### src/rtl/pss_pkg.sv
// package: constants, types and state codes shared by the path substitution stream
`timescale 1ns / 1ps
package pss_pkg;

    localparam int PATH_MAX_BYTES = 32;
    localparam int BYTE_W         = 8;
    localparam int LEN_W          = 6;
    localparam int IDX_W          = 5;
    localparam int WIN_IDX_W      = $clog2(PATH_MAX_BYTES);
    localparam int FILL_W         = $clog2(PATH_MAX_BYTES + 1);

    localparam int APB_AW         = 4;
    localparam int APB_DW         = 32;
    localparam int REG_IDX_W      = APB_AW - 2;

    localparam int QUEUE_DEPTH    = 2;
    localparam int QPTR_W         = $clog2(QUEUE_DEPTH);
    localparam int QCNT_W         = $clog2(QUEUE_DEPTH + 1);

    localparam logic [1:0] OP_DATA     = 2'd0;
    localparam logic [1:0] OP_LOAD_OLD = 2'd1;
    localparam logic [1:0] OP_LOAD_NEW = 2'd2;

    localparam logic [REG_IDX_W-1:0] REG_BINARY_MODE = 2'd0;
    localparam logic [REG_IDX_W-1:0] REG_OLD_LENGTH  = 2'd1;
    localparam logic [REG_IDX_W-1:0] REG_NEW_LENGTH  = 2'd2;

    typedef enum logic [1:0] {
        KIND_DATA,
        KIND_LOAD_OLD,
        KIND_LOAD_NEW
    } kind_t;

    typedef struct packed {
        kind_t              kind;
        logic [BYTE_W-1:0]  value;
        logic [IDX_W-1:0]   index;
        logic               last;
    } item_t;

    typedef struct packed {
        logic               binary;
        logic               err;
        logic [LEN_W-1:0]   olen;
        logic [LEN_W-1:0]   nlen;
        logic [LEN_W-1:0]   pad;
    } cfg_t;

    typedef struct packed {
        logic [BYTE_W-1:0]  data;
        logic               run_last;
        logic               stream_end;
        logic               config_error;
    } result_t;

    typedef enum logic [2:0] {
        ENG_IDLE,
        ENG_MATCH,
        ENG_NEWP,
        ENG_DRAIN,
        ENG_PAD
    } eng_state_t;

endpackage

### src/rtl/pss_front.sv
// front end: accepts input requests, decodes the opcode and queues items for the engine
`timescale 1ns / 1ps
module pss_front (
    input  logic                        clk,
    input  logic                        rst_n,
    input  logic                        push,
    output logic                        full,
    input  logic [1:0]                  opcode,
    input  logic [pss_pkg::BYTE_W-1:0]  value_byte,
    input  logic [pss_pkg::IDX_W-1:0]   pattern_index,
    input  logic                        stream_last,
    output logic                        q_valid,
    output pss_pkg::item_t              q_item,
    input  logic                        q_pop
);
    import pss_pkg::*;

    item_t              slot_reg [QUEUE_DEPTH];
    logic [QPTR_W-1:0]  wr_ptr_reg;
    logic [QPTR_W-1:0]  wr_ptr_next;
    logic [QPTR_W-1:0]  rd_ptr_reg;
    logic [QPTR_W-1:0]  rd_ptr_next;
    logic [QCNT_W-1:0]  count_reg;
    logic [QCNT_W-1:0]  count_next;
    logic               accept;
    logic               keep;
    logic               wr_en;
    logic               take;
    logic               idx_ok;
    item_t              item_in;

    assign full    = (count_reg == QCNT_W'(QUEUE_DEPTH));
    assign accept  = push && !full;
    assign idx_ok  = (int'(pattern_index) < PATH_MAX_BYTES);
    assign q_valid = (count_reg != '0);
    assign q_item  = slot_reg[rd_ptr_reg];
    assign take    = q_pop && q_valid;
    assign wr_en   = accept && keep;

    // unused opcodes and out of range loads are accepted and dropped here
    always_comb
    begin : classify
        item_in.value = value_byte;
        item_in.index = pattern_index;
        item_in.last  = stream_last;
        item_in.kind  = KIND_DATA;
        keep          = 1'b0;
        case (opcode)
            OP_DATA:
            begin
                item_in.kind = KIND_DATA;
                keep         = 1'b1;
            end
            OP_LOAD_OLD:
            begin
                item_in.kind = KIND_LOAD_OLD;
                keep         = idx_ok;
            end
            OP_LOAD_NEW:
            begin
                item_in.kind = KIND_LOAD_NEW;
                keep         = idx_ok;
            end
            default:
            begin
                keep = 1'b0;
            end
        endcase
    end

    always_comb
    begin : queue_ctrl
        wr_ptr_next = wr_ptr_reg;
        rd_ptr_next = rd_ptr_reg;
        count_next  = count_reg;
        if (wr_en)
        begin
            wr_ptr_next = (wr_ptr_reg == QPTR_W'(QUEUE_DEPTH - 1)) ? '0 : wr_ptr_reg + 1'b1;
        end
        if (take)
        begin
            rd_ptr_next = (rd_ptr_reg == QPTR_W'(QUEUE_DEPTH - 1)) ? '0 : rd_ptr_reg + 1'b1;
        end
        case ({wr_en, take})
            2'b10:   count_next = count_reg + 1'b1;
            2'b01:   count_next = count_reg - 1'b1;
            default: count_next = count_reg;
        endcase
    end

    always_ff @(posedge clk or negedge rst_n)
    begin
        if (!rst_n)
        begin
            wr_ptr_reg <= '0;
            rd_ptr_reg <= '0;
            count_reg  <= '0;
        end
        else
        begin
            wr_ptr_reg <= wr_ptr_next;
            rd_ptr_reg <= rd_ptr_next;
            count_reg  <= count_next;
        end
    end

    always_ff @(posedge clk)
    begin
        if (wr_en)
        begin
            slot_reg[wr_ptr_reg] <= item_in;
        end
    end

endmodule

### src/rtl/pss_engine.sv
// back end: pattern store, match window scan and the result byte sequencer
`timescale 1ns / 1ps
module pss_engine (
    input  logic                clk,
    input  logic                rst_n,
    input  pss_pkg::cfg_t       cfg,
    input  logic                cfg_clr,
    input  logic                q_valid,
    input  pss_pkg::item_t      q_item,
    output logic                q_pop,
    input  logic                rq_room,
    output logic                rq_push,
    output pss_pkg::result_t    rq_data
);
    import pss_pkg::*;

    logic [BYTE_W-1:0]  old_pat_reg [PATH_MAX_BYTES];
    logic [BYTE_W-1:0]  new_pat_reg [PATH_MAX_BYTES];
    logic [BYTE_W-1:0]  win_reg     [PATH_MAX_BYTES];

    eng_state_t         state_reg;
    eng_state_t         state_next;
    logic [FILL_W-1:0]  fill_reg;
    logic [FILL_W-1:0]  fill_next;
    logic               suffix_reg;
    logic               suffix_next;
    logic [LEN_W-1:0]   cnt_reg;
    logic [LEN_W-1:0]   cnt_next;
    logic               last_reg;
    logic               last_next;
    logic               pend_valid_reg;
    logic               pend_valid_next;
    logic [BYTE_W-1:0]  pend_byte_reg;
    logic [BYTE_W-1:0]  pend_byte_next;

    logic               emit;
    logic [BYTE_W-1:0]  emit_byte;
    logic               finish;
    logic               win_append;
    logic               win_shift;
    logic               old_we;
    logic               new_we;
    logic               win_ok;
    logic [LEN_W-1:0]   pad_nul;
    logic [LEN_W-1:0]   pad_cap;

    assign pad_nul = cfg.pad + 1'b1;
    // one result slot of the step goes to the byte itself
    assign pad_cap = (cfg.pad >= LEN_W'(PATH_MAX_BYTES)) ? LEN_W'(PATH_MAX_BYTES) : pad_nul;

    // held bytes still form a prefix of the old path
    always_comb
    begin : window_cmp
        win_ok = 1'b1;
        for (int j = 0; j < PATH_MAX_BYTES; j++)
        begin
            if ((FILL_W'(j) < fill_reg) && (win_reg[j] != old_pat_reg[j]))
            begin
                win_ok = 1'b0;
            end
        end
    end

    always_comb
    begin : seq
        state_next  = state_reg;
        fill_next   = fill_reg;
        suffix_next = suffix_reg;
        cnt_next    = cnt_reg;
        last_next   = last_reg;
        q_pop       = 1'b0;
        emit        = 1'b0;
        emit_byte   = '0;
        finish      = 1'b0;
        win_append  = 1'b0;
        win_shift   = 1'b0;
        old_we      = 1'b0;
        new_we      = 1'b0;
        case (state_reg)
            ENG_IDLE:
            begin
                if (q_valid && rq_room)
                begin
                    q_pop = 1'b1;
                    case (q_item.kind)
                        KIND_LOAD_OLD: old_we = 1'b1;
                        KIND_LOAD_NEW: new_we = 1'b1;
                        KIND_DATA:
                        begin
                            last_next = q_item.last;
                            if (cfg.err)
                            begin
                                // byte joins the window, then everything drains unchanged
                                win_append  = 1'b1;
                                fill_next   = fill_reg + 1'b1;
                                suffix_next = 1'b0;
                                state_next  = ENG_DRAIN;
                            end
                            else if (cfg.binary && suffix_reg)
                            begin
                                emit       = 1'b1;
                                emit_byte  = q_item.value;
                                state_next = ENG_PAD;
                                if (q_item.value == '0)
                                begin
                                    cnt_next    = cfg.pad;
                                    suffix_next = 1'b0;
                                end
                                else if (q_item.last)
                                begin
                                    // terminating nul plus padding
                                    cnt_next    = pad_cap;
                                    suffix_next = 1'b0;
                                end
                                else
                                begin
                                    cnt_next = '0;
                                end
                            end
                            else
                            begin
                                win_append = 1'b1;
                                fill_next  = fill_reg + 1'b1;
                                state_next = ENG_MATCH;
                            end
                        end
                        default: ;
                    endcase
                end
            end
            ENG_MATCH:
            begin
                if (rq_room)
                begin
                    if (win_ok && (fill_reg == FILL_W'(cfg.olen)))
                    begin
                        fill_next   = '0;
                        suffix_next = cfg.binary;
                        cnt_next    = '0;
                        state_next  = ENG_NEWP;
                    end
                    else if (win_ok)
                    begin
                        if (last_reg)
                        begin
                            state_next = ENG_DRAIN;
                        end
                        else
                        begin
                            finish     = 1'b1;
                            state_next = ENG_IDLE;
                        end
                    end
                    else
                    begin
                        // oldest held byte can no longer start a match
                        emit      = 1'b1;
                        emit_byte = win_reg[0];
                        win_shift = 1'b1;
                        fill_next = fill_reg - 1'b1;
                    end
                end
            end
            ENG_NEWP:
            begin
                if (rq_room)
                begin
                    if (cnt_reg != cfg.nlen)
                    begin
                        emit      = 1'b1;
                        emit_byte = new_pat_reg[cnt_reg[WIN_IDX_W-1:0]];
                        cnt_next  = cnt_reg + 1'b1;
                    end
                    else if (last_reg && cfg.binary)
                    begin
                        cnt_next    = pad_nul;
                        suffix_next = 1'b0;
                        state_next  = ENG_PAD;
                    end
                    else
                    begin
                        finish     = 1'b1;
                        state_next = ENG_IDLE;
                        if (last_reg)
                        begin
                            suffix_next = 1'b0;
                        end
                    end
                end
            end
            ENG_DRAIN:
            begin
                if (rq_room)
                begin
                    if (fill_reg != '0)
                    begin
                        emit      = 1'b1;
                        emit_byte = win_reg[0];
                        win_shift = 1'b1;
                        fill_next = fill_reg - 1'b1;
                    end
                    else
                    begin
                        finish      = 1'b1;
                        suffix_next = 1'b0;
                        state_next  = ENG_IDLE;
                    end
                end
            end
            ENG_PAD:
            begin
                if (rq_room)
                begin
                    if (cnt_reg != '0)
                    begin
                        emit      = 1'b1;
                        emit_byte = '0;
                        cnt_next  = cnt_reg - 1'b1;
                    end
                    else
                    begin
                        finish     = 1'b1;
                        state_next = ENG_IDLE;
                        if (last_reg)
                        begin
                            suffix_next = 1'b0;
                        end
                    end
                end
            end
            default:
            begin
                state_next = ENG_IDLE;
            end
        endcase
        if (cfg_clr)
        begin
            fill_next   = '0;
            suffix_next = 1'b0;
        end
    end

    // newest byte is held until the next byte or the finish so the last byte of a request can be marked
    always_comb
    begin : pend
        pend_valid_next      = pend_valid_reg;
        pend_byte_next       = pend_byte_reg;
        rq_push              = 1'b0;
        rq_data.data         = pend_byte_reg;
        rq_data.run_last     = 1'b0;
        rq_data.stream_end   = 1'b0;
        rq_data.config_error = cfg.err;
        if (emit)
        begin
            rq_push         = pend_valid_reg;
            pend_valid_next = 1'b1;
            pend_byte_next  = emit_byte;
        end
        else if (finish)
        begin
            rq_push            = pend_valid_reg;
            rq_data.run_last   = 1'b1;
            rq_data.stream_end = last_reg;
            pend_valid_next    = 1'b0;
        end
    end

    always_ff @(posedge clk or negedge rst_n)
    begin
        if (!rst_n)
        begin
            state_reg      <= ENG_IDLE;
            fill_reg       <= '0;
            suffix_reg     <= 1'b0;
            cnt_reg        <= '0;
            last_reg       <= 1'b0;
            pend_valid_reg <= 1'b0;
        end
        else
        begin
            state_reg      <= state_next;
            fill_reg       <= fill_next;
            suffix_reg     <= suffix_next;
            cnt_reg        <= cnt_next;
            last_reg       <= last_next;
            pend_valid_reg <= pend_valid_next;
        end
    end

    always_ff @(posedge clk)
    begin
        pend_byte_reg <= pend_byte_next;
        if (old_we)
        begin
            old_pat_reg[q_item.index] <= q_item.value;
        end
        if (new_we)
        begin
            new_pat_reg[q_item.index] <= q_item.value;
        end
        if (win_shift)
        begin
            for (int j = 0; j < PATH_MAX_BYTES - 1; j++)
            begin
                win_reg[j] <= win_reg[j+1];
            end
        end
        if (win_append)
        begin
            win_reg[fill_reg[WIN_IDX_W-1:0]] <= q_item.value;
        end
    end

endmodule

### src/rtl/pss_outq.sv
// result queue: holds finished result bytes until the consumer pops them
`timescale 1ns / 1ps
module pss_outq (
    input  logic                        clk,
    input  logic                        rst_n,
    input  logic                        wr_en,
    input  pss_pkg::result_t            wr_data,
    output logic                        room,
    output logic                        empty,
    input  logic                        pop,
    output logic [pss_pkg::BYTE_W-1:0]  out_byte,
    output logic                        run_last,
    output logic                        stream_end,
    output logic                        config_error
);
    import pss_pkg::*;

    result_t            slot_reg [QUEUE_DEPTH];
    logic [QPTR_W-1:0]  wr_ptr_reg;
    logic [QPTR_W-1:0]  wr_ptr_next;
    logic [QPTR_W-1:0]  rd_ptr_reg;
    logic [QPTR_W-1:0]  rd_ptr_next;
    logic [QCNT_W-1:0]  count_reg;
    logic [QCNT_W-1:0]  count_next;
    logic               put;
    logic               take;
    result_t            head;

    assign room         = (count_reg != QCNT_W'(QUEUE_DEPTH));
    assign empty        = (count_reg == '0);
    assign put          = wr_en && room;
    assign take         = pop && !empty;
    assign head         = slot_reg[rd_ptr_reg];
    assign out_byte     = head.data;
    assign run_last     = head.run_last;
    assign stream_end   = head.stream_end;
    assign config_error = head.config_error;

    always_comb
    begin : queue_ctrl
        wr_ptr_next = wr_ptr_reg;
        rd_ptr_next = rd_ptr_reg;
        count_next  = count_reg;
        if (put)
        begin
            wr_ptr_next = (wr_ptr_reg == QPTR_W'(QUEUE_DEPTH - 1)) ? '0 : wr_ptr_reg + 1'b1;
        end
        if (take)
        begin
            rd_ptr_next = (rd_ptr_reg == QPTR_W'(QUEUE_DEPTH - 1)) ? '0 : rd_ptr_reg + 1'b1;
        end
        case ({put, take})
            2'b10:   count_next = count_reg + 1'b1;
            2'b01:   count_next = count_reg - 1'b1;
            default: count_next = count_reg;
        endcase
    end

    always_ff @(posedge clk or negedge rst_n)
    begin
        if (!rst_n)
        begin
            wr_ptr_reg <= '0;
            rd_ptr_reg <= '0;
            count_reg  <= '0;
        end
        else
        begin
            wr_ptr_reg <= wr_ptr_next;
            rd_ptr_reg <= rd_ptr_next;
            count_reg  <= count_next;
        end
    end

    always_ff @(posedge clk)
    begin
        if (put)
        begin
            slot_reg[wr_ptr_reg] <= wr_data;
        end
    end

endmodule

### src/rtl/path_string_substitution_stream_top.sv
// top level: register port, length clamping and the front, engine and result queue
`timescale 1ns / 1ps
// Streaming path substitution. Data bytes enter through a two-entry request queue and
// leave through a two-entry result queue, so input and output stall independently. The
// old and new paths are loaded with load opcodes and go through the same queue as the
// data, so a load only affects later bytes. The engine handles one request at a time
// with one window step or one result byte per cycle while the result queue has room: a
// byte that breaks the match releases held bytes one by one, a completed match emits
// new_length bytes of the new path, and a padding run emits its zero bytes. Register
// writes (binary_mode at 0x0, old_length at 0x4, new_length at 0x8) drop held bytes
// and must only happen while the block is drained. With binary_mode set and new_length
// above old_length the stream passes unchanged and every result carries config_error.
module path_string_substitution_stream_top (
    input  logic                        clk,
    input  logic                        rst_n,
    input  logic                        psel,
    input  logic                        penable,
    input  logic                        pwrite,
    input  logic [pss_pkg::APB_AW-1:0]  paddr,
    input  logic [pss_pkg::APB_DW-1:0]  pwdata,
    output logic [pss_pkg::APB_DW-1:0]  prdata,
    output logic                        pready,
    input  logic                        push,
    output logic                        full,
    input  logic [1:0]                  opcode,
    input  logic [pss_pkg::BYTE_W-1:0]  value_byte,
    input  logic [pss_pkg::IDX_W-1:0]   pattern_index,
    input  logic                        stream_last,
    output logic                        empty,
    input  logic                        pop,
    output logic [pss_pkg::BYTE_W-1:0]  out_byte,
    output logic                        run_last,
    output logic                        stream_end,
    output logic                        config_error
);
    import pss_pkg::*;

    logic                   binary_mode_reg;
    logic                   binary_mode_next;
    logic [LEN_W-1:0]       old_length_reg;
    logic [LEN_W-1:0]       old_length_next;
    logic [LEN_W-1:0]       new_length_reg;
    logic [LEN_W-1:0]       new_length_next;
    logic [REG_IDX_W-1:0]   cfg_index;
    logic                   cfg_wr;
    logic                   cfg_clr;
    cfg_t                   cfg;

    item_t                  q_item;
    logic                   q_valid;
    logic                   q_pop;
    logic                   rq_room;
    logic                   rq_push;
    result_t                rq_data;

    assign pready    = 1'b1;
    assign cfg_index = paddr[APB_AW-1:2];
    assign cfg_wr    = psel && penable && pwrite && pready;

    always_comb
    begin : reg_write
        binary_mode_next = binary_mode_reg;
        old_length_next  = old_length_reg;
        new_length_next  = new_length_reg;
        cfg_clr          = 1'b0;
        if (cfg_wr)
        begin
            case (cfg_index)
                REG_BINARY_MODE:
                begin
                    binary_mode_next = pwdata[0];
                    cfg_clr          = 1'b1;
                end
                REG_OLD_LENGTH:
                begin
                    old_length_next = pwdata[LEN_W-1:0];
                    cfg_clr         = 1'b1;
                end
                REG_NEW_LENGTH:
                begin
                    new_length_next = pwdata[LEN_W-1:0];
                    cfg_clr         = 1'b1;
                end
                default: ;
            endcase
        end
    end

    always_comb
    begin : reg_read
        case (cfg_index)
            REG_BINARY_MODE: prdata = APB_DW'(binary_mode_reg);
            REG_OLD_LENGTH:  prdata = APB_DW'(old_length_reg);
            REG_NEW_LENGTH:  prdata = APB_DW'(new_length_reg);
            default:         prdata = '0;
        endcase
    end

    always_ff @(posedge clk or negedge rst_n)
    begin
        if (!rst_n)
        begin
            binary_mode_reg <= 1'b0;
            old_length_reg  <= LEN_W'(1);
            new_length_reg  <= '0;
        end
        else
        begin
            binary_mode_reg <= binary_mode_next;
            old_length_reg  <= old_length_next;
            new_length_reg  <= new_length_next;
        end
    end

    // lengths clamped to the path store size, old path at least one byte
    always_comb
    begin : cfg_derive
        cfg.binary = binary_mode_reg;
        if (old_length_reg == '0)
        begin
            cfg.olen = LEN_W'(1);
        end
        else if (old_length_reg > LEN_W'(PATH_MAX_BYTES))
        begin
            cfg.olen = LEN_W'(PATH_MAX_BYTES);
        end
        else
        begin
            cfg.olen = old_length_reg;
        end
        if (new_length_reg > LEN_W'(PATH_MAX_BYTES))
        begin
            cfg.nlen = LEN_W'(PATH_MAX_BYTES);
        end
        else
        begin
            cfg.nlen = new_length_reg;
        end
        cfg.err = binary_mode_reg && (cfg.nlen > cfg.olen);
        cfg.pad = cfg.olen - cfg.nlen;
    end

    pss_front u_front (
        .clk           (clk),
        .rst_n         (rst_n),
        .push          (push),
        .full          (full),
        .opcode        (opcode),
        .value_byte    (value_byte),
        .pattern_index (pattern_index),
        .stream_last   (stream_last),
        .q_valid       (q_valid),
        .q_item        (q_item),
        .q_pop         (q_pop)
    );

    pss_engine u_engine (
        .clk     (clk),
        .rst_n   (rst_n),
        .cfg     (cfg),
        .cfg_clr (cfg_clr),
        .q_valid (q_valid),
        .q_item  (q_item),
        .q_pop   (q_pop),
        .rq_room (rq_room),
        .rq_push (rq_push),
        .rq_data (rq_data)
    );

    pss_outq u_outq (
        .clk          (clk),
        .rst_n        (rst_n),
        .wr_en        (rq_push),
        .wr_data      (rq_data),
        .room         (rq_room),
        .empty        (empty),
        .pop          (pop),
        .out_byte     (out_byte),
        .run_last     (run_last),
        .stream_end   (stream_end),
        .config_error (config_error)
    );

endmodule

### config.mk
export PLATFORM = sky130hd
export DESIGN_NAME = path_string_substitution_stream_top
export DESIGN_NICKNAME = d
export VERILOG_FILES = /design/src/rtl/pss_pkg.sv /design/src/rtl/pss_front.sv /design/src/rtl/pss_engine.sv /design/src/rtl/pss_outq.sv /design/src/rtl/path_string_substitution_stream_top.sv
export SDC_FILE = /design/constraint.sdc
export NUM_CORES = 1
export LEC_CHECK = 0
export ABC_AREA = 1
export ABC_CLOCK_PERIOD_IN_PS = 4900
export CORE_UTILIZATION = 35
export DETAILED_ROUTE_END_ITERATION = 6
export DONT_BUFFER_PORTS = 1
export SLEW_MARGIN = 15
export SYNTH_ARGS = -nofsm -noshare
export SYNTH_HDL_FRONTEND = slang
export SYNTH_SLANG_ARGS = --single-unit
export TNS_END_PERCENT = 100
### constraint.sdc
create_clock -name clk -period 4.9 [get_ports clk]
set_input_delay 0.245 -clock clk [delete_from_list [all_inputs] [get_ports clk]]
set_output_delay 0.245 -clock clk [all_outputs]
set_load 0.005 [all_outputs]
==> impl_metrics.toml <==
[sta]
period_share = 0.831
clock.fmax_mhz = 246
min_period_ns = 4.07
worst_slew_pin_slew_ns = 1.20
clock_skew_ns = 0.0640
finalSetupViolCount = 0
whs_ns = 0.0710
drv_slew = 0
tns_ns = 0
finalHoldViolations = 0
grt_setup_unrepaired = "no"
slew_headroom = 0.200

[floorplanning]
ios = 105
dieWidth_um = 333
start_util = 0.355
die_y_um = 333
core_area_um2 = 108000
dieArea_um2 = 111000
rows = 120

[synthesis]
yosysWarningCount = 0
avgSynthCellArea_um2 = 11.3
yosysUniqueCellTypes = 48
synthTopCellsByArea = "edfxtp_1, nand2_1, xnor2_1, o21ai_0, dfrtp_1"
synth-main-ff-cell = "edfxtp_1"
synth_top_cell_area_share = 0.651
async_flop_share = 0.0449
yosysSeqAreaShare = 0.676
yosys_register_bits = 869
syn_inst = 3397
syn_area_um2 = 38300
yosys-top-cells-count = "nand2_1, edfxtp_1, o21ai_0"
yosysMostFrequentCell = "nand2_1"
synth-edff-count = 830
synth.largest_area_cell = "edfxtp_1"

[routing]
first_pass_iters = 6
num_vias = 24500
drt-wirelength-per-cell_um = 19.3
vias_per_cell = 4.97
drc_errors = 0
ant_nets = 0
drt_wl_total_um = 95300
drt_iter0_drc = 2298

[clocking]
clock-sinks = 869
clkLatencyLatePin_ns = 0.68
postCtsSetupRepairBufs = 0
clock_path_buffers = 3
cts-root-buf = "clkbuf_16"
cts_buffers = 91
cts_tree = "done"
h-tree-depth = 3
clk_pin_slew_ns = 0.06

[placement]
placedCellCount = 4730
port_buffers = 0
gp_congestion = 0.899
dpl.hpwl_um = 61600

[power]
ir_worst_vdd_mv = 0.464
power_per_cell_area_nw_per_um2 = 633
p_leak_nw = 15.7

[critical_path]
path_max_fanout = 17
endpoint_kind = "register"
crit_arrival_ns = 4.42
cp.required_ns = 5.25
crit_type = "reg2reg"
critical_path.startpoint_type = "register"

[worst_hold_path]
hold_path.class = "in2reg"

[layout]
layout.cells.non_filler = 4931
layout-drive-gt1-share = 0.0757
syn2layout_area_growth_pct = 13.1
finalNetCount = 3527
final_util = 0.402

[job]
cap_violations = 0

[grt]
antenna_found_initial = 8
grt_max_degree = 133
grt-ovfl-total = 0
grt_pass1_vias = 22700
grt_pass1_wl_um = 142000
track_usage = 0.170

[run_status]
status = "finished, final reports clean"
logic make-up after synthesis:
kind of cell	Yosys count	synth area share
fa+ha+maj	17	0.00575
compound gates	540	0.0783
xor+xnor	257	0.0588
buf+inv	348	0.0383
other cells	2	0.000196
flops	869	0.676
simple gates	1364	0.142
layout make-up:
type	instances	area [µm²]
diodes	2	5.00
flip-flops and latches	869	25900
clock inverters	50	588
repair buffers	98	843
inverters	186	701
clock buffers	118	2410
fillers	10100	64500
well taps	1403	1760
multi-input cells	2205	11100
through the flow:
| step | total power [mW] | setup slack [ns] | area, µm² |
|---|---|---|---|
| 6_report | 27.4 | 0.828 | 43300 |
| 5_1_grt | 28.9 | 0.586 | 43300 |
| 4_1_cts | 27.5 | 0.886 | 43300 |
| 3_5_place_dp | 20.5 | 0.863 | 40000 |
| 3_3_place_gp | 20.4 | 0.945 | 40000 |
| 2_1_floorplan | 17.3 | 0.193 | 38400 |
path summary, 6_finish.rpt:
check	to	startpoint	slack (ns)	cells past startpoint
worst max-delay path	u_engine.win_reg[5][7]	old_length_reg[0]	0.83	18
worst min-delay path	old_length_reg[0]	paddr[3]	0.07	3
worst max register to register	u_engine.win_reg[5][7]	old_length_reg[0]	0.83	18
worst min register to register	u_outq.slot_reg[0][6]	u_engine.pend_byte_reg[3]	0.45	0
max in group asynchronous	old_length_reg[0]	rst_n	4.48	2
min in group asynchronous	u_engine.state_reg[1]	rst_n	0.13	2
per-layer routing:
metal | share of wire | track usage
met1 | 0.46 | 0.249
met2 | 0.43 | 0.250
met3 | 0.093 | 0.0385
met4 | 0.022 | 0.0469
met5 | 0.00028 | 0.00174
repair_timing:
action                    in CTS  in global routing
hold endpoints to repair      88                  0
hold buffers                  31                  0
gates resized for setup        0                  0
cell usage in the layout (no fill, tap or decap), drive strengths merged, types with 33 or more instances in the layout:
cell / synthesis / routed
a21oi: 126 / 126
buf: 69 / 68
clkbuf: 93 / 118
clkinv: 3 / 37
dfrtp: 38 / 38
edfxtp: 830 / 830
inv: 183 / 186
nand2: 1013 / 1013
nand3: 95 / 95
nor2: 222 / 222
o21ai: 327 / 327
o311ai: 33 / 33
xnor2: 233 / 233
critical path, cell delays in order (launching register included):
cell and delay (ns):
dfstp_2 0.55, nor3_1 0.05, nand3_1 0.10, a21oi_1 0.11, inv_1 0.07, ha_1 0.13
inv_1 0.06, fa_1 0.40, a31oi_1 0.23, nor2_1 0.07, o21ai_1 0.11, nand2_1 0.14
nand2_1 0.11, inv_2 0.07, nor2_4 0.20, inv_2 0.15, nor2_4 0.40, nand2_1 0.39
nand2_1 0.41
where the power goes:
group          switching (mW)  internal (mW)  total [mW]
clock network            2.93           4.03        6.96
logic                    6.01           2.44        8.45
registers                1.11           10.9        12.0
total                    10.0           17.4        27.4
(Power assumes the default switching activity.)
